File: config.mk
export PLATFORM = sky130hd
export DESIGN_NAME = png_text_chunk_inserter_unit
export DESIGN_NICKNAME = d
export VERILOG_FILES = /design/src/design/ptic_pkg.sv /design/src/design/ptic_cmd_fifo.sv /design/src/design/ptic_front.sv /design/src/design/ptic_back.sv /design/src/design/png_text_chunk_inserter_unit.sv
export SDC_FILE = /design/constraint.sdc
export NUM_CORES = 1
export LEC_CHECK = 0
export BUFFER_PORTS_ARGS = -buffer_cell sky130_fd_sc_hd__buf_2
export CORE_MARGIN = 2
export CORE_UTILIZATION = 40
export CTS_CLUSTER_SIZE = 20
export DETAILED_ROUTE_END_ITERATION = 10
export PLACE_DENSITY_LB_ADDON = 0.2
export RECOVER_POWER = 100
export SLEW_MARGIN = 40
export SYNTH_ARGS = -nofsm -noshare
export SYNTH_HDL_FRONTEND = slang
export SYNTH_HIERARCHICAL = 1
export SYNTH_SLANG_ARGS = --single-unit
File: constraint.sdc
create_clock -name clock -period 5.24 [get_ports clock]
set_input_delay 0.786 -clock clock [delete_from_list [all_inputs] [get_ports clock]]
set_output_delay 0.786 -clock clock [all_outputs]
set_load 0.05 [all_outputs]
File: src/design/ptic_pkg.sv
// Shared types, constants and CRC helpers for the PNG text chunk inserter.
package ptic_pkg;

   localparam int CNT_W = 6;

   localparam logic [31:0] TYPE_IEND = 32'h49454E44;
   localparam logic [31:0] TYPE_TEXT = 32'h74455874;
   localparam logic [31:0] IEND_CRC  = 32'hAE426082;
   localparam logic [31:0] CRC_POLY  = 32'hEDB88320;
   localparam logic [31:0] CRC_ONES  = 32'hFFFFFFFF;
   localparam logic [31:0] SKIP_SAT  = 32'hFFFFFFFF;
   localparam logic [3:0]  CHUNK_OVERHEAD = 4'd12;

   typedef struct packed {
      logic       op;
      logic [7:0] data_byte;
      logic       end_of_image;
   } req_type;

   typedef struct packed {
      logic [7:0] out_byte;
      logic       out_last;
      logic       was_modified;
   } rsp_type;

   typedef enum logic [2:0] {
      MODE_SIG    = 3'd0,
      MODE_HEADER = 3'd1,
      MODE_SKIP   = 3'd2,
      MODE_PASS   = 3'd3,
      MODE_DROP   = 3'd4
   } mode_type;

   typedef enum logic [1:0] {
      CMD_BYTE   = 2'd0,
      CMD_HEADER = 2'd1,
      CMD_INSERT = 2'd2
   } cmd_kind_type;

   typedef struct packed {
      cmd_kind_type     kind;
      logic [7:0]       data_byte;
      logic             last;
      logic [3:0]       hdr_cnt;
      logic [63:0]      hold;
      logic [CNT_W-1:0] text_cnt;
      logic [31:0]      crc;
   } cmd_type;

   typedef struct packed {
      logic             en;
      logic [CNT_W-1:0] addr;
      logic [7:0]       data;
   } text_wr_type;

   function automatic logic [7:0] sig_byte(input logic [2:0] idx);
      logic [7:0] b;
      case (idx)
         3'd0:    b = 8'h89;
         3'd1:    b = 8'h50;
         3'd2:    b = 8'h4E;
         3'd3:    b = 8'h47;
         3'd4:    b = 8'h0D;
         3'd5:    b = 8'h0A;
         3'd6:    b = 8'h1A;
         3'd7:    b = 8'h0A;
         default: b = 8'h00;
      endcase
      return b;
   endfunction

   function automatic logic [31:0] crc_byte(input logic [31:0] c_in, input logic [7:0] b);
      logic [31:0] c;
      c = c_in ^ {24'd0, b};
      for (int k = 0; k < 8; k++) begin
         c = c[0] ? ((c >> 1) ^ CRC_POLY) : (c >> 1);
      end
      return c;
   endfunction

   function automatic logic [31:0] crc_word(input logic [31:0] c_in, input logic [31:0] w);
      logic [31:0] c;
      c = crc_byte(c_in, w[31:24]);
      c = crc_byte(c, w[23:16]);
      c = crc_byte(c, w[15:8]);
      c = crc_byte(c, w[7:0]);
      return c;
   endfunction

   // big-endian byte pick: index 0 is the most significant byte
   function automatic logic [7:0] word_byte(input logic [31:0] w, input logic [1:0] idx);
      logic [7:0] b;
      case (idx)
         2'd0:    b = w[31:24];
         2'd1:    b = w[23:16];
         2'd2:    b = w[15:8];
         2'd3:    b = w[7:0];
         default: b = w[7:0];
      endcase
      return b;
   endfunction

   localparam logic [31:0] CRC_TEXT_SEED = crc_word(CRC_ONES, TYPE_TEXT);

endpackage

File: src/design/ptic_cmd_fifo.sv
// Short command queue between the parser front end and the byte emitter.
module ptic_cmd_fifo
   import ptic_pkg::*;
(
   input  logic    clock,
   input  logic    reset,
   input  logic    push,
   input  cmd_type push_data,
   output logic    full,
   input  logic    pop,
   output cmd_type pop_data,
   output logic    empty
);

   localparam int DEPTH = 4;
   localparam int PTR_W = $clog2(DEPTH);

   cmd_type          slot_ff [DEPTH];
   logic [PTR_W-1:0] wr_ptr_ff, wr_ptr_in;
   logic [PTR_W-1:0] rd_ptr_ff, rd_ptr_in;
   logic [PTR_W:0]   count_ff, count_in;

   assign full     = (count_ff == (PTR_W+1)'(DEPTH));
   assign empty    = (count_ff == '0);
   assign pop_data = slot_ff[rd_ptr_ff];

   always_comb begin
      wr_ptr_in = push ? wr_ptr_ff + 1'b1 : wr_ptr_ff;
      rd_ptr_in = pop ? rd_ptr_ff + 1'b1 : rd_ptr_ff;
      count_in  = count_ff;
      if (push && !pop) begin
         count_in = count_ff + 1'b1;
      end else if (pop && !push) begin
         count_in = count_ff - 1'b1;
      end
   end

   always_ff @(posedge clock) begin
      if (reset) begin
         wr_ptr_ff <= '0;
         rd_ptr_ff <= '0;
         count_ff  <= '0;
      end else begin
         wr_ptr_ff <= wr_ptr_in;
         rd_ptr_ff <= rd_ptr_in;
         count_ff  <= count_in;
      end
   end

   always_ff @(posedge clock) begin
      if (push) begin
         slot_ff[wr_ptr_ff] <= push_data;
      end
   end

endmodule

File: src/design/ptic_front.sv
// Front end: accepts requests, stores text, runs the CRC and walks PNG chunks.
module ptic_front
   import ptic_pkg::*;
#(
   parameter int TEXT_MAX = 32
) (
   input  logic        clock,
   input  logic        reset,
   input  logic        req_valid,
   output logic        req_ready,
   input  req_type     req_data,
   output logic        cmd_push,
   output cmd_type     cmd_data,
   input  logic        cmd_full,
   input  logic        insert_done,
   output text_wr_type text_wr
);

   mode_type         mode_ff, mode_in;
   logic [2:0]       sig_cnt_ff, sig_cnt_in;
   logic [63:0]      hold_ff, hold_in, hold_next;
   logic [2:0]       hcnt_ff, hcnt_in;
   logic [31:0]      skip_ff, skip_in;
   logic [32:0]      skip_sum;
   logic [CNT_W-1:0] tcnt_ff, tcnt_in;
   logic [31:0]      crc_ff, crc_in;
   logic             busy_ff, busy_in;
   logic             accept;
   logic             eoi;
   logic [7:0]       b;

   assign req_ready = !busy_ff && !cmd_full;
   assign accept    = req_valid && req_ready;
   assign eoi       = req_data.end_of_image;
   assign b         = req_data.data_byte;
   assign hold_next = {hold_ff[55:0], b};
   assign skip_sum  = {1'b0, hold_next[63:32]} + 33'd4;

   always_comb begin
      mode_in    = mode_ff;
      sig_cnt_in = sig_cnt_ff;
      hold_in    = hold_ff;
      hcnt_in    = hcnt_ff;
      skip_in    = skip_ff;
      tcnt_in    = tcnt_ff;
      crc_in     = crc_ff;
      busy_in    = busy_ff;
      cmd_push   = 1'b0;
      cmd_data   = '0;
      text_wr    = '0;
      cmd_data.kind      = CMD_BYTE;
      cmd_data.data_byte = b;
      cmd_data.last      = eoi;
      cmd_data.hold      = hold_next;
      cmd_data.hdr_cnt   = {1'b0, hcnt_ff} + 4'd1;
      cmd_data.text_cnt  = tcnt_ff;
      cmd_data.crc       = crc_ff ^ CRC_ONES;

      if (accept) begin
         if (!req_data.op) begin
            // store text while room remains; extra bytes are dropped
            if (tcnt_ff < CNT_W'(TEXT_MAX)) begin
               text_wr.en   = 1'b1;
               text_wr.addr = tcnt_ff;
               text_wr.data = b;
               tcnt_in      = tcnt_ff + 1'b1;
               crc_in       = crc_byte(crc_ff, b);
            end
         end else begin
            case (mode_ff)
               MODE_SIG: begin
                  cmd_push = 1'b1;
                  if (b == sig_byte(sig_cnt_ff)) begin
                     sig_cnt_in = sig_cnt_ff + 1'b1;
                     if (sig_cnt_ff == 3'd7) begin
                        mode_in = MODE_HEADER;
                     end
                  end else begin
                     mode_in = MODE_PASS;
                  end
               end
               MODE_HEADER: begin
                  hold_in = hold_next;
                  hcnt_in = hcnt_ff + 1'b1;
                  if (hcnt_ff == 3'd7) begin
                     cmd_push = 1'b1;
                     hold_in  = '0;
                     hcnt_in  = '0;
                     if (hold_next[31:0] == TYPE_IEND && tcnt_ff != '0) begin
                        cmd_data.kind = CMD_INSERT;
                        busy_in       = 1'b1;
                        mode_in       = MODE_DROP;
                     end else if (hold_next[31:0] == TYPE_IEND) begin
                        cmd_data.kind = CMD_HEADER;
                        mode_in       = MODE_PASS;
                     end else begin
                        cmd_data.kind = CMD_HEADER;
                        skip_in       = skip_sum[32] ? SKIP_SAT : skip_sum[31:0];
                        mode_in       = MODE_SKIP;
                     end
                  end else if (eoi) begin
                     // truncated header: release what is held
                     cmd_push      = 1'b1;
                     cmd_data.kind = CMD_HEADER;
                  end
               end
               MODE_SKIP: begin
                  cmd_push = 1'b1;
                  skip_in  = skip_ff - 1'b1;
                  if (skip_ff == 32'd1) begin
                     mode_in = MODE_HEADER;
                  end
               end
               MODE_PASS: begin
                  cmd_push = 1'b1;
               end
               MODE_DROP: begin
                  cmd_push = 1'b0;
               end
               default: begin
                  cmd_push = 1'b1;
               end
            endcase
            if (eoi) begin
               mode_in    = MODE_SIG;
               sig_cnt_in = '0;
               hold_in    = '0;
               hcnt_in    = '0;
               skip_in    = '0;
               tcnt_in    = '0;
               crc_in     = CRC_TEXT_SEED;
            end
         end
      end
      if (insert_done) begin
         busy_in = 1'b0;
      end
   end

   always_ff @(posedge clock) begin
      if (reset) begin
         mode_ff    <= MODE_SIG;
         sig_cnt_ff <= '0;
         hold_ff    <= '0;
         hcnt_ff    <= '0;
         skip_ff    <= '0;
         tcnt_ff    <= '0;
         crc_ff     <= CRC_TEXT_SEED;
         busy_ff    <= 1'b0;
      end else begin
         mode_ff    <= mode_in;
         sig_cnt_ff <= sig_cnt_in;
         hold_ff    <= hold_in;
         hcnt_ff    <= hcnt_in;
         skip_ff    <= skip_in;
         tcnt_ff    <= tcnt_in;
         crc_ff     <= crc_in;
         busy_ff    <= busy_in;
      end
   end

endmodule

File: src/design/ptic_back.sv
// Back end: text store, command sequencer and registered output stage.
module ptic_back
   import ptic_pkg::*;
#(
   parameter int TEXT_MAX = 32
) (
   input  logic        clock,
   input  logic        reset,
   input  text_wr_type text_wr,
   input  logic        cmd_empty,
   input  cmd_type     cmd_data,
   output logic        cmd_pop,
   output logic        insert_done,
   output logic        rsp_valid,
   input  logic        rsp_ready,
   output rsp_type     rsp_data
);

   localparam int IDX_W = (TEXT_MAX > 1) ? $clog2(TEXT_MAX) : 1;
   localparam int POS_W = $clog2(TEXT_MAX + 24);
   localparam int EXT_W = CNT_W + 1;

   logic [7:0]       store [TEXT_MAX];
   logic [7:0]       rd_ff;
   logic [EXT_W-1:0] rd_addr_x;

   cmd_type          cur_ff, cur_in;
   logic             active_ff, active_in;
   logic [POS_W-1:0] pos_ff, pos_in;
   logic             rsp_valid_ff, rsp_valid_in;
   rsp_type          rsp_ff, rsp_in;

   logic             out_free;
   logic             fire;
   logic             cmd_end;
   rsp_type          gen;
   logic [2:0]       hdr_sel;
   logic [2:0]       hdr_top;
   logic [EXT_W-1:0] pos_x;
   logic [EXT_W-1:0] n_x;
   logic [EXT_W-1:0] tail_x;
   logic [31:0]      tail_word;

   assign out_free    = !rsp_valid_ff || rsp_ready;
   assign fire        = active_ff && out_free;
   assign cmd_pop     = !cmd_empty && (!active_ff || (fire && cmd_end));
   assign insert_done = fire && cmd_end && (cur_ff.kind == CMD_INSERT);
   assign rsp_valid   = rsp_valid_ff;
   assign rsp_data    = rsp_ff;

   assign pos_x   = EXT_W'(pos_ff);
   assign n_x     = {1'b0, cur_ff.text_cnt};
   assign tail_x  = pos_x - 7'd8 - n_x;
   assign hdr_top = cur_ff.hdr_cnt[2:0] - 3'd1;
   assign hdr_sel = hdr_top - pos_ff[2:0];

   always_comb begin
      case (tail_x[3:2])
         2'd0:    tail_word = cur_ff.crc;
         2'd1:    tail_word = 32'd0;
         2'd2:    tail_word = TYPE_IEND;
         2'd3:    tail_word = IEND_CRC;
         default: tail_word = 32'd0;
      endcase
   end

   // byte generator for the command in hand
   always_comb begin
      gen     = '0;
      cmd_end = 1'b1;
      case (cur_ff.kind)
         CMD_BYTE: begin
            gen.out_byte = cur_ff.data_byte;
            gen.out_last = cur_ff.last;
         end
         CMD_HEADER: begin
            cmd_end      = (pos_ff[2:0] == hdr_top);
            gen.out_byte = cur_ff.hold[{hdr_sel, 3'b000} +: 8];
            gen.out_last = cur_ff.last && cmd_end;
         end
         CMD_INSERT: begin
            cmd_end          = (pos_x == n_x + 7'd23);
            gen.was_modified = 1'b1;
            gen.out_last     = cmd_end;
            if (pos_x < 7'd4) begin
               gen.out_byte = word_byte({{(32-CNT_W){1'b0}}, cur_ff.text_cnt}, pos_x[1:0]);
            end else if (pos_x < 7'd8) begin
               gen.out_byte = word_byte(TYPE_TEXT, pos_x[1:0]);
            end else if (pos_x < n_x + 7'd8) begin
               gen.out_byte = rd_ff;
            end else begin
               gen.out_byte = word_byte(tail_word, tail_x[1:0]);
            end
         end
         default: begin
            gen = '0;
         end
      endcase
   end

   always_comb begin
      cur_in    = cmd_pop ? cmd_data : cur_ff;
      active_in = active_ff;
      pos_in    = pos_ff;
      if (cmd_pop) begin
         active_in = 1'b1;
         pos_in    = '0;
      end else if (fire) begin
         if (cmd_end) begin
            active_in = 1'b0;
         end
         pos_in = pos_ff + 1'b1;
      end
      rsp_in       = fire ? gen : rsp_ff;
      rsp_valid_in = fire ? 1'b1 : (rsp_ready ? 1'b0 : rsp_valid_ff);
   end

   // prefetch the text byte for the next position
   assign rd_addr_x = EXT_W'(pos_in) - 7'd8;

   always_ff @(posedge clock) begin
      if (text_wr.en) begin
         store[text_wr.addr[IDX_W-1:0]] <= text_wr.data;
      end
      rd_ff <= store[rd_addr_x[IDX_W-1:0]];
   end

   always_ff @(posedge clock) begin
      if (reset) begin
         active_ff    <= 1'b0;
         pos_ff       <= '0;
         rsp_valid_ff <= 1'b0;
      end else begin
         active_ff    <= active_in;
         pos_ff       <= pos_in;
         rsp_valid_ff <= rsp_valid_in;
      end
   end

   always_ff @(posedge clock) begin
      cur_ff <= cur_in;
      rsp_ff <= rsp_in;
   end

endmodule

File: src/design/png_text_chunk_inserter_unit.sv
// Path: a passed-through PNG byte goes from its accepted request into a queue slot, then into
// the back end's command register, then the output register behind rsp_valid; queued bytes
// and output stalls delay it further. Throughput: one byte per cycle while streaming and the
// output is ready; a held chunk header drains as up to 8 bytes, one byte per cycle.
// The inserted tEXt plus IEND burst is text count + 24 bytes long; requests hold off meanwhile.
// Reset (synchronous, active high) clears parser, queue and output; text store is not cleared.
module png_text_chunk_inserter_unit
   import ptic_pkg::*;
#(
   parameter int TEXT_MAX = 32
) (
   input  logic    clock,
   input  logic    reset,
   input  logic    req_valid,
   output logic    req_ready,
   input  req_type req_data,
   output logic    rsp_valid,
   input  logic    rsp_ready,
   output rsp_type rsp_data
);

   // front to queue
   logic        cmd_push;
   cmd_type     cmd_in_data;
   logic        cmd_full;
   // queue to back
   logic        cmd_pop;
   cmd_type     cmd_out_data;
   logic        cmd_empty;
   // back to front: insert burst finished, release the request side
   logic        insert_done;
   // front writes text bytes straight into the back end's store
   text_wr_type text_wr;

   // Classify each request: text, signature, header hold, skip, pass or drop.
   ptic_front #(
      .TEXT_MAX(TEXT_MAX)
   ) u_front (
      .clock      (clock),
      .reset      (reset),
      .req_valid  (req_valid),
      .req_ready  (req_ready),
      .req_data   (req_data),
      .cmd_push   (cmd_push),
      .cmd_data   (cmd_in_data),
      .cmd_full   (cmd_full),
      .insert_done(insert_done),
      .text_wr    (text_wr)
   );

   // Decouple parsing from emission so each side stalls on its own.
   ptic_cmd_fifo u_fifo (
      .clock    (clock),
      .reset    (reset),
      .push     (cmd_push),
      .push_data(cmd_in_data),
      .full     (cmd_full),
      .pop      (cmd_pop),
      .pop_data (cmd_out_data),
      .empty    (cmd_empty)
   );

   // Emit bytes: single pass bytes, released headers, the inserted chunk burst.
   ptic_back #(
      .TEXT_MAX(TEXT_MAX)
   ) u_back (
      .clock      (clock),
      .reset      (reset),
      .text_wr    (text_wr),
      .cmd_empty  (cmd_empty),
      .cmd_data   (cmd_out_data),
      .cmd_pop    (cmd_pop),
      .insert_done(insert_done),
      .rsp_valid  (rsp_valid),
      .rsp_ready  (rsp_ready),
      .rsp_data   (rsp_data)
   );

   // Never push into a full queue.
   assert property (@(posedge clock) disable iff (reset) !(cmd_push && cmd_full))
      else $error("command pushed into full queue");

   // Never pop an empty queue.
   assert property (@(posedge clock) disable iff (reset) !(cmd_pop && cmd_empty))
      else $error("command popped from empty queue");

   // Requests stay held off until the insert burst has finished.
   assert property (@(posedge clock) disable iff (reset) insert_done |-> !req_ready)
      else $error("request side open during insert burst");

   // No text byte lands in the store while the burst reads it.
   assert property (@(posedge clock) disable iff (reset) insert_done |-> !text_wr.en)
      else $error("text store written during insert burst");

endmodule

# Word level (Yosys, flattened, before mapping)

Memories as Yosys holds them, arrays and structs flattened. A register that Yosys moved wholly into a read port is not among the register bits.
Index checks and enable logic that the tools add are counted.

Input bits: 14
Memories kept: 3
Latch bits: 0
ROM bits: 56
Register bits: 161
Logic and storage cells: 206
RAM bits: 724

Muxes and demuxes: 79
Shift operators: 1
$mul: 0
Bitwise logic cells: 10
Eq/ne operators: 28
$lt $le $gt $ge: 4
Divide/modulo/power cells: 0
$add $sub $neg: 18
Reduce and logical (&&, ||, !) cells: 46

Memories:

| memory          | depth | bits a word | read ports | clocked after memory_dff | wr ports | RTL line            | RTL |
|---|---|---|---|---|---|---|---|
| u_fifo.slot_ff  | 4     | 117         | 1          | 1                        | 1        | ptic_cmd_fifo.sv:18 | `cmd_type slot_ff [DEPTH];` |
| u_back.store    | 32    | 8           | 1          | 1                        | 1        | ptic_back.sv:23     | `logic [7:0] store [TEXT_MAX];` |
| (no name shown) | 8     | 7           | 1          | 1                        | 0        | ptic_pkg.sv:58      | `case (idx)` |

Operators by type and width:

| kind                                                                    | number |
|---|---|
| 32-bit two-way mux                                                      | 16 |
| 56-bit two-way mux                                                      | 3 |
| 32-bit one-hot mux with 4 select lines                                  | 1 |
| 13-bit NOT with 14-bit output                                           | 8 |
| 32-bit one-hot mux with 2 select lines                                  | 1 |
| 64-bit by 7-bit indexed part select with 8-bit output                   | 1 |
| 3-bit two-way mux                                                       | 16 |
| 8-bit two-way mux                                                       | 6 |
| 15-bit two-way mux                                                      | 3 |
| 32-bit by 3-bit adder with 33-bit output, second input constant         | 1 |
| 32-bit by 1-bit equality test with 1-bit output, second input constant  | 1 |
| 32-bit by 31-bit equality test with 1-bit output, second input constant | 1 |
| 32-bit NOT                                                              | 1 |
| 8-bit one-hot mux with 4 select lines                                   | 1 |
| 32-bit by 1-bit subtractor with 32-bit output, second input constant    | 1 |
| 32-bit by 8-bit XOR with 32-bit output                                  | 1 |
| 6-bit two-way mux                                                       | 5 |
| 9-bit one-hot mux with 3 select lines                                   | 1 |
| 8-bit one-hot mux with 3 select lines                                   | 1 |
| 1-bit two-way mux                                                       | 16 |
| 8-bit one-hot mux with 2 select lines                                   | 1 |
| 2-bit nonzero test                                                      | 8 |
| 2-bit equality test, second input constant                              | 7 |
| 6-bit by 1-bit adder with 6-bit output, second input constant           | 2 |
| other kinds (43)                                                        | 83 |

# Logic depth before layout (Yosys ltp)

Gate-level depths: netlist of run 1.

Word-level depth: 19
Mapped depth: 17
Depth with buffers taken out: 15

# By module

The synthesis of run 1 kept the hierarchy.

Modules (own cells, without submodules):

| module        | cells an instance | sequential area each (µm²) | area an instance (µm²) | instances |
|---|---|---|---|---|
| ptic_cmd_fifo | 655               | 14233.7                    | 17272.8                | 1 |
| ptic_back     | 1139              | 11791.3                    | 16776.1                | 1 |
| ptic_front    | 1026              | 2862.7                     | 8201.6                 | 1 |

# Least setup slack after synthesis of run 1

OpenSTA, ideal clock, no wires.

Path type: reg-to-reg
Start: register u_back.pos_ff[0]
End: register u_fifo.count_ff[2]
Arrival time: 4.819 ns
Period minus slack after synthesis: 4.889 ns
Cell stages (with the launch flop): 18
Slack: 0.351 ns
Buffers on the path: 3
Path through: dfxtp_1 -> inv_1 -> ha_1 -> clkbuf_1 -> inv_1 -> o2111ai_1 -> or4b_1 -> o31a_1 -> clkinv_2 -> buf_6 -> buf_2 -> inv_1 -> ha_1 -> inv_1 -> fa_1 -> xor2_1 -> or3_1 -> a21oi_1

Longest elaborated chain between the ends: 8
Elaborated cells on any way between the ends: 11

RTL lines:

| element                                                                                      | RTL line                           | RTL |
|---|---|---|
| from (decl)                                                                                  | ptic_back.sv:29                    | `logic [POS_W-1:0] pos_ff, pos_in;` |
| from (signal assigned)                                                                       | ptic_back.sv:135                   | `pos_ff <= pos_in;` |
| 6-bit by 7-bit equality test with 1-bit output / 3-bit equality test (equally long branches) | ptic_back.sv:82, ptic_back.sv:77   |  |
| 1-bit one-hot mux with 2 select lines (*)                                                    | ptic_back.sv:71                    | `case (cur_ff.kind)` |
| 1-bit logical AND (*)                                                                        | ptic_back.sv:46                    | `assign cmd_pop = !cmd_empty && (!active_ff \|\| (fire && cmd_end));` |
| 1-bit logical OR (*)                                                                         | ptic_back.sv:46                    |  |
| 1-bit logical AND (*)                                                                        | ptic_back.sv:46                    |  |
| net cmd_pop                                                                                  | png_text_chunk_inserter_unit.sv:27 | `logic cmd_pop;` |
| 1-bit logical NOT                                                                            | ptic_cmd_fifo.sv:31                | `if (push && !pop) begin` |
| 1-bit logical AND                                                                            | ptic_cmd_fifo.sv:31                |  |
| 3-bit two-way mux / 2-bit nonzero test (equally long branches)                               | --                                 |  |
| to (signal assigned)                                                                         | ptic_cmd_fifo.sv:46                | `count_ff <= count_in;` |
| to (decl)                                                                                    | ptic_cmd_fifo.sv:21                | `logic [PTR_W:0] count_ff, count_in;` |

The timed path passes the listed nets; every way through them passes the cells marked *.
A chain may end at the register's enable or synchronous reset.

# Worst setup path in the final report of run 1

Start: input req_data[0] (netlist name)
End: register u_front.hold_ff[30]

Longest elaborated chain between the ends: 2
Elaborated cells on any way between the ends: 3

RTL lines:

| element                       | RTL line                           | RTL |
|---|---|---|
| from (decl)                   | png_text_chunk_inserter_unit.sv:16 | `input req_type req_data,` |
| 2-bit nonzero test (no line)  | --                                 |  |
| 3-bit AND reduction (no line) | --                                 |  |
| to (signal assigned)          | ptic_front.sv:153                  | `hold_ff <= hold_in;` |
| to (decl)                     | ptic_front.sv:21                   | `logic [63:0] hold_ff, hold_in, hold_next;` |

Several ways; a longest one is shown, not always the timed one.

==> flow_metrics.env, run 1 <==
export IMPL_status="finished, violations left"
export IMPL_violations="max-capacitance violations, max-slew violations"
export IMPL_grt_pass1_wl_um=162000
export IMPL_cts_buffer_depth=3
export IMPL_syn_inst=2812
export IMPL_maxCapViolCount=12
export IMPL_syn_area_per_cell_um2=15.0
export IMPL_relSlewSlack_pct=-117
export IMPL_syn_nets=2869
export IMPL_fin_area_um2=47100
export IMPL_first_pass_iters=9
export IMPL_slowest_stage="o21ai_0"
export IMPL_dp_slack_ns=1.05
export IMPL_drcViolationCount=0
export IMPL_clkLatencyLatePin_ns=0.69
export IMPL_cts_buffers=105
export IMPL_cts_tree="built"
export IMPL_p_leak_uw=0.0151
export IMPL_whs_path_depth=2
export IMPL_holdCritPathClass="flop to flop"
export IMPL_power_total_uw=23900
export IMPL_critical_path_arrival_ns=5.19
export IMPL_seqCellArea_um2=28800
export IMPL_cp_cell_sequence="clkbuf_1 > o21ai_0 > buf_4 > nand2_1 > a21oi_1"
export IMPL_ir_drop_v=0.000325
export IMPL_cts_resized=0
export IMPL_fin_crit_sh_pct=87.3
export IMPL_drive_gt1_share_pct=14.0
export IMPL_drt_total_wl_um=108000
export IMPL_cts_max_level=3
export IMPL_antenna_found_initial=1
export IMPL_hold_buffers=0
export IMPL_crit_buf_inv=2
export IMPL_portBuffers=25
export IMPL_gp_routability_congestion=0.909
export IMPL_finalNetCount=2885
export IMPL_grt_usage_pct=20.0
export IMPL_grt_overflow=0
export IMPL_start_util_pct=40.5
export IMPL_multi_input_area_um2=12200
export IMPL_finalHoldViolCount=0
export IMPL_syn_cell_area_um2=42100
export IMPL_worstMarginPinSlew_ns=3.22
export IMPL_fp_dieW_um=328
export IMPL_final_setup_viol_count=0
export IMPL_yosysWarnings=6
export IMPL_grt_max_degree=80
export IMPL_row_count=118
export IMPL_reg2regPathDepth=11
export IMPL_cts_sinks=1014
export IMPL_io_pins=26
export IMPL_wire_per_inst_um=25.1
export IMPL_area_growth_pct=12.0
export IMPL_core_area_um2=104000
export IMPL_fmax_mhz=219
export IMPL_worstPathRequired_ns=5.85
export IMPL_cp_max_fo=38
export IMPL_tns_ns=0
export IMPL_fin_util_pct=45.3
export IMPL_postCtsSetupBuffers=0
export IMPL_crit_type="input port to flop"
export IMPL_setup_ws_ns=0.665
export IMPL_powerDensity_nw_per_um2=507
export IMPL_crit_path_start_kind="input port"
export IMPL_final_fill_count=9142
export IMPL_vias=24500
export IMPL_drtIter0Drc=2184
export IMPL_place_area_um2=43800
export IMPL_die_h_um=328
export IMPL_ant_nets=0
export IMPL_path_depth=5
export IMPL_rsz0062_at_grt="false"
export IMPL_fin_skew_ns=0.0577
export IMPL_period_needed_ns=4.57
export IMPL_crit_family="compound AO/OA/AOI/OAI gates"
export IMPL_crit_path_start="req_data[0]"
export IMPL_routed_via_density=5.70
export IMPL_hold_start="u_front/hcnt_ff[1]"
export IMPL_worstSetupEndpointType="flop"
export IMPL_post_dp_hpwl_um=68700
export IMPL_max_stage_delay_ns=2.70
export IMPL_grt_pass1_vias=24500
export IMPL_clkSlewWorstSetupHoldPaths_ns=0.06
export IMPL_dieArea_um2=108000
export IMPL_rr_startpoint="u_back/pos_ff[0]"
export IMPL_drv_slew=420
export IMPL_cts_root_buf="clkbuf_16"
final cells by class:
class | instances | share of cell area [%]
diodes | 1 | 0.00531
clock buffers | 147 | 6.12
clock inverters | 49 | 1.38
inverters | 86 | 0.696
multi-input cells | 1538 | 25.9
flip-flops and latches | 1014 | 61.0
well taps | 1380 | 3.66
repair buffers | 83 | 1.17
sequential cells by signal (all words and copies together), names as in the netlist, 2 cells and up, named ones only:
register / cells
u_back/rsp_data: 10
u_back/rd_ff: 8
u_front/hold_ff: 56
u_fifo/count_ff: 3
u_front/hcnt_ff: 3
u_back/pos_ff: 6
u_front/tcnt_ff: 6
u_back/store: 256
u_fifo/slot_ff: 464
u_front/sig_cnt_ff: 3
u_fifo/wr_ptr_ff: 2
u_fifo/rd_ptr_ff: 2
u_front/crc_ff: 32
u_front/mode_ff: 3
u_front/skip_ff: 32
u_back/cur_ff: 116
report_power, final:
group / internal, uW / total, uW / leakage [uW] / switching [uW]
Combinational: 2220 / 5980 / 0.00446 / 3760
Clock: 4530 / 7590 / 0.00172 / 3050
Sequential: 9840 / 10300 / 0.00889 / 481
per-layer routing:
layer | share of wire, % | up-vias | global-route usage (%)
li1 | - | 10900 | -
met2 | 48 | 804 | 32.2
met5 | 0 | - | 0
met1 | 45 | 12600 | 28.7
met4 | 2.1 | 0 | 5.43
met3 | 5.2 | 156 | 2.76
worst register-to-register path, stage by stage, from the launching register on:
cell and delay (ns):
dfxtp_1 0.46, inv_1 0.16, ha_1 0.54, inv_1 0.23, o2111ai_1 0.13, or4b_1 0.58
o31a_2 0.58, nand2_1 0.50, clkbuf_1 0.51, mux2_2 0.40, o221ai_1 0.20, nand4_1 0.11
final timing paths:
check,slack (ns),endpoint
worst max-delay path,0.67,u_front/hold_ff[30]
worst min-delay path,0.47,u_front/hcnt_ff[1]
worst max register to register,0.71,u_back/rd_ff[3]
worst min register to register,0.47,u_front/hcnt_ff[1]
through the flow:
| stage | hold WS, ns | instances |
|---|---|---|
| after floorplan | 0.436 | 2812 |
| after global placement | 0.448 | 4099 |
| after detailed placement | 0.470 | 4100 |
| after CTS | 0.477 | 4296 |
| after global routing | 0.494 | 4298 |
| final | 0.474 | 4298 |
layout by cell type (no fill, tap or decap), types with 67 or more instances in the layout:
master,count
mux4_2,137
nand3_1,136
edfxtp_1,846
clkbuf_1,67
inv_1,83
xnor2_1,86
dfxtp_1,168
o21ai_0,71
a21oi_1,134
nor2_1,121
clkbuf_16,105
nand2_1,219
No activity file was read; power rests on OpenSTA's default activity.
==> run 2, diff against run 1 <==
- ABC_AREA: default -> 1
==> run 2 against run 1 <==
  * The flow still finishes with violations (max-capacitance violations, max-slew violations)
  * Core utilization decreased by 0.89 points
  * Cell count increased by 33%
  * Clock power grew 2%
  * Fmax increased by 3.5%
  * Flip-flop and latch count unchanged
==> flow_metrics.env, run 2 <==
export IMPL_wire_per_inst_um=21.3
export IMPL_cts_root_buf="clkbuf_16"
export IMPL_whs_ns=0.407
export IMPL_fin_area_um2=49100
export IMPL_worstSetupEndpointType="flop"
export IMPL_drtIter0Drc=2657
export IMPL_diodes=0
export IMPL_ir_drop_v=0.000384
export IMPL_cts_buffer_depth=3
export IMPL_yosysWarnings=6
export IMPL_place_area_um2=45700
export IMPL_fin_skew_ns=0.0351
export IMPL_gp_routability_congestion=0.902
export IMPL_drive_gt1_share_pct=7.46
export IMPL_crit_path_start_kind="flop"
export IMPL_period_needed_ns=4.42
export IMPL_fin_crit_sh_pct=84.3
export IMPL_critical_path_arrival_ns=4.78
export IMPL_start_util_pct=40.2
export IMPL_postCtsSetupBuffers=0
export IMPL_post_dp_hpwl_um=75900
export IMPL_relSlewSlack_pct=-73.4
export IMPL_fmax_mhz=226
export IMPL_clkSlewWorstSetupHoldPaths_ns=0.06
export IMPL_core_area_um2=110000
export IMPL_violations="max-capacitance violations, max-slew violations"
export IMPL_cts_sinks=1014
export IMPL_finalHoldViolCount=0
export IMPL_grt_max_degree=138
export IMPL_tns_ns=0
export IMPL_portBuffers=25
export IMPL_crit_type="flop to flop"
export IMPL_fp_dieW_um=337
export IMPL_grt_usage_pct=21.2
export IMPL_routed_via_density=5.31
export IMPL_drcViolationCount=0
export IMPL_power_total_uw=26800
export IMPL_drt_total_wl_um=121000
export IMPL_final_setup_viol_count=0
export IMPL_worstMarginPinSlew_ns=2.60
export IMPL_cts_tree="built"
export IMPL_layout_commonest_cell="edfxtp_1"
export IMPL_cp_max_fo=40
export IMPL_worstPathRequired_ns=5.61
export IMPL_grt_overflow=0
export IMPL_die_h_um=337
export IMPL_hold_buffers=0
export IMPL_syn_inst=4138
export IMPL_cts_max_level=3
export IMPL_vias=30300
export IMPL_cts_resized=0
export IMPL_dieArea_um2=114000
export IMPL_row_count=122
export IMPL_status="finished, violations left"
export IMPL_grt_pass1_vias=28800
export IMPL_maxCapViolCount=16
export IMPL_antenna_found_initial=4
export IMPL_powerDensity_nw_per_um2=545
export IMPL_grt_pass1_wl_um=183000
export IMPL_syn_nets=4195
export IMPL_cts_buffers=107
export IMPL_syn_cell_area_um2=44300
export IMPL_first_pass_iters=7
export IMPL_ant_nets=0
export IMPL_rsz0062_at_grt="false"
export IMPL_holdCritPathClass="input port to flop"
export IMPL_io_pins=26
export IMPL_p_leak_uw=0.0178
export IMPL_finalNetCount=4172
export IMPL_drv_slew=575
export IMPL_regMostFlops="u_fifo/slot_ff"
export IMPL_syn_area_per_cell_um2=10.7
export IMPL_area_growth_pct=10.6
export IMPL_clkLatencyLatePin_ns=0.71
export IMPL_largest_reg_flops=464
export IMPL_final_cell_mix="edfxtp_1, nor2_1, nand2_1"
run 2: worst paths after layout:
| check | cells after the start | from | slack (ns) | end |
|---|---|---|---|---|
| worst min-delay path | 4 | rsp_ready | 0.41 | u_back/rsp_valid |
| worst max-delay path | 11 | u_fifo/count_ff[0] | 0.82 | u_fifo/slot_ff[1][44] |
| worst max register to register | 11 | u_fifo/count_ff[0] | 0.82 | u_fifo/slot_ff[1][44] |
| worst min register to register | 1 | u_fifo/rd_ptr_ff[1] | 0.44 | flop |
run 2: metal layers:
layer | track usage [%] | part of all wire, % | vias to the layer above
met5 | 0 | 0.030 | -
met4 | 4.40 | 1.6 | 6
met3 | 3.01 | 5.4 | 145
met2 | 35.5 | 48 | 850
met1 | 29.4 | 45 | 14900
li1 | - | - | 14400
run 2: cell type report:
cell class,count,area [um^2]
Clock inverter,66,721
Inverter,348,1350
Clock buffer,138,2900
Sequential cell,1014,28800
Timing Repair Buffer,93,505
Multi-Input combinational cell,2551,12900
Fill cell,10300,61300
Tap cell,1488,1860
run 2: report_power, final:
part / internal (uW) / total [uW] / switching [uW]
logic: 2200 / 8310 / 6100
clock network: 4550 / 7740 / 3190
registers: 10100 / 10700 / 612
total: 16800 / 26800 / 9910
run 2: worst max-delay path, stage by stage (launching register included):
cell and delay, ns:
dfxtp_1 0.43, nor3_1 0.09, nor2_1 0.11, clkbuf_1 0.16
nand2_1 0.09, nor2_1 0.27, nand2_1 0.09, a31oi_1 0.38
clkbuf_1 0.28, nand2_1 0.08, inv_1 1.58, buf_4 0.48
run 2: through the flow:
step | utilization (%) | instances | setup WS [ns]
floorplan | - | 4138 | 0.473
global placement | 41.4 | 5494 | 1.41
detailed placement | 41.4 | 5494 | 1.36
CTS | 44.7 | 5698 | 1.35
global route | 44.4 | 5698 | 0.520
finish | 44.4 | 5698 | 0.822
==> run 3, diff against run 2 <==
- ABC_AREA: 1 -> 0
- clock period: 5.24 -> 4.54 ns (I/O delays scaled with it)
==> run 3 against run 2 <==
  * The flow still finishes with violations (max-capacitance violations, max-slew violations)
  * Die area shrank 5.0%
  * Clock power is 16% higher
  * Critical path depth decreased by 3
  * Sequential power grew 11%
  * Flip-flop and latch count unchanged
  * Non-clock buffer count rose by 9
  * Critical path type unchanged
==> flow_metrics.env, run 3 (same netlist as run 1, synthesis figures left out) <==
export IMPL_first_pass_iters=6
export IMPL_portBuffers=25
export IMPL_fin_skew_ns=0.0388
export IMPL_wire_per_inst_um=25.3
export IMPL_grt_usage_pct=20.2
export IMPL_slowest_stage="o21a_1"
export IMPL_layout_commonest_cell="edfxtp_1"
export IMPL_cts_root_buf="clkbuf_16"
export IMPL_final_fill_count=9089
export IMPL_io_pins=26
export IMPL_rrSetupSlack_ns=0.36
export IMPL_fin_crit_sh_pct=92.1
export IMPL_crit_family="buffers and inverters"
export IMPL_core_area_um2=104000
export IMPL_p_leak_uw=0.0152
export IMPL_largest_reg_flops=464
export IMPL_clkLatencyLatePin_ns=0.70
export IMPL_vias=24800
export IMPL_post_dp_hpwl_um=69600
export IMPL_cts_buffer_depth=3
export IMPL_dp_slack_ns=0.595
export IMPL_cts_max_level=3
export IMPL_rsz0062_at_grt="false"
export IMPL_relSlewSlack_pct=-41.3
export IMPL_rr_startpoint="u_fifo/count_ff[0]"
export IMPL_drcViolationCount=0
export IMPL_reg2regPathDepth=8
export IMPL_antenna_found_initial=2
export IMPL_crit_type="flop to flop"
export IMPL_finalNetCount=2903
export IMPL_postCtsSetupBuffers=0
export IMPL_tns_ns=0
export IMPL_worstPathRequired_ns=5.15
export IMPL_drtIter0Drc=2186
export IMPL_cp_cell_sequence="nor3b_1 > clkbuf_1 > and4bb_1 > clkbuf_1 > o21a_1 > clkbuf_1 > nand3_1 > a21oi_1"
export IMPL_ir_drop_v=0.000576
export IMPL_start_util_pct=40.5
export IMPL_crit_path_start_kind="flop"
export IMPL_grt_pass1_wl_um=163000
export IMPL_routed_via_density=5.75
export IMPL_holdCritPathClass="input port to flop"
export IMPL_min_to="u_front/hold_ff[49]"
export IMPL_dieArea_um2=108000
export IMPL_cts_sinks=1014
export IMPL_whs_ns=0.293
export IMPL_whs_path_depth=2
export IMPL_seqCellArea_um2=28800
export IMPL_clkSlewWorstSetupHoldPaths_ns=0.06
export IMPL_hold_buffers=0
export IMPL_grt_max_degree=121
export IMPL_place_area_um2=44000
export IMPL_worstMarginPinSlew_ns=2.12
export IMPL_multi_input_area_um2=12200
export IMPL_finalHoldViolCount=0
export IMPL_grt_overflow=0
export IMPL_row_count=118
export IMPL_drv_slew=368
export IMPL_area_growth_pct=12.6
export IMPL_final_setup_viol_count=0
export IMPL_maxCapViolCount=12
export IMPL_cts_buffers=104
export IMPL_crit_buf_inv=3
export IMPL_instances_no_fill=4319
export IMPL_max_stage_delay_ns=1.18
export IMPL_grt_pass1_vias=24500
export IMPL_dp_cells=4119
export IMPL_critical_path_arrival_ns=4.79
export IMPL_cts_tree="built"
export IMPL_crit_top_cell="clkbuf_1"
export IMPL_fmax_mhz=239
export IMPL_worstSetupEndpointType="flop"
export IMPL_cp_max_fo=29
export IMPL_cts_resized=0
export IMPL_drt_total_wl_um=109000
export IMPL_regMostFlops="u_fifo/slot_ff"
export IMPL_powerDensity_nw_per_um2=587
export IMPL_ant_nets=0
export IMPL_fin_area_um2=47400
export IMPL_violations="max-capacitance violations, max-slew violations"
export IMPL_crit_path_start="u_fifo/count_ff[0]"
export IMPL_fp_dieW_um=328
export IMPL_final_cell_mix="edfxtp_1, nand2_1, dfxtp_1"
export IMPL_hold_start="reset"
export IMPL_drive_gt1_share_pct=14.4
export IMPL_rr_endpoint="u_front/hold_ff[30]"
export IMPL_status="finished, violations left"
export IMPL_gp_routability_congestion=0.927
export IMPL_die_h_um=328
export IMPL_period_needed_ns=4.18
export IMPL_setup_ws_ns=0.357
[run 3: cell count changes in the layout (fill, tap and decap cells not counted), moves of 137 or more]
cell,previous run,this run
nor2_1,562,121
nand2_1,559,220
o21ai_0,381,70
inv_1,316,84
nand3_1,347,136
mux4_2,0,137
[run 3: worst max path at each step]
stage | endpoint | slack [ns] | cells after the start
after detailed placement | u_back/rd_ff[4] | 0.60 | 12
after CTS | u_back/rd_ff[4] | 0.57 | 12
final | u_front/hold_ff[30] | 0.36 | 8
after global placement | u_back/rd_ff[4] | 0.71 | 12
after global routing | u_back/store[14][3] | 0.18 | 8
after floorplan | u_fifo/slot_ff[0][0] | 0.03 | 4
[run 3: metal layers]
metal  wire, um  share of wire [%]  global-route usage [%]
met5          0                  0                       0
met4       2550                2.3                    5.50
met3       6240                5.7                    2.94
met2      53000                 49                    32.8
met1      47500                 43                    28.4
[run 3: area by class of cell]
cell class,instances,share of cell area (%)
timing repair buffer,102,1.59
antenna,2,0.0106
multi-input combinational,1538,25.7
inverter,86,0.692
clock inverter,64,1.71
sequential,1014,60.7
tap,1380,3.64
clock buffer,133,5.94
[run 3: worst register-to-register path, stage by stage, from the launching register on]
cell and delay, ns:
dfxtp_1 0.42, nor3b_1 0.07, clkbuf_1 0.13, and4bb_1 0.40, clkbuf_1 0.83, o21a_1 1.19, clkbuf_1 0.59, nand3_1 0.24
a21oi_1 0.21
[run 3: metrics by stage]
step                      util [%]  total power [uW]
after floorplan                  -             16700
after global placement        42.3             19000
after detailed placement      42.3             19100
after CTS                     45.8             28100
after global routing          45.6             28900
final                         45.6             27800
[run 3: report_power, final]
part           internal (uW)  leakage (uW)  switching (uW)
clock                   5360       0.00176            3610
combinational           2590       0.00455            4360
sequential             11400       0.00889             563
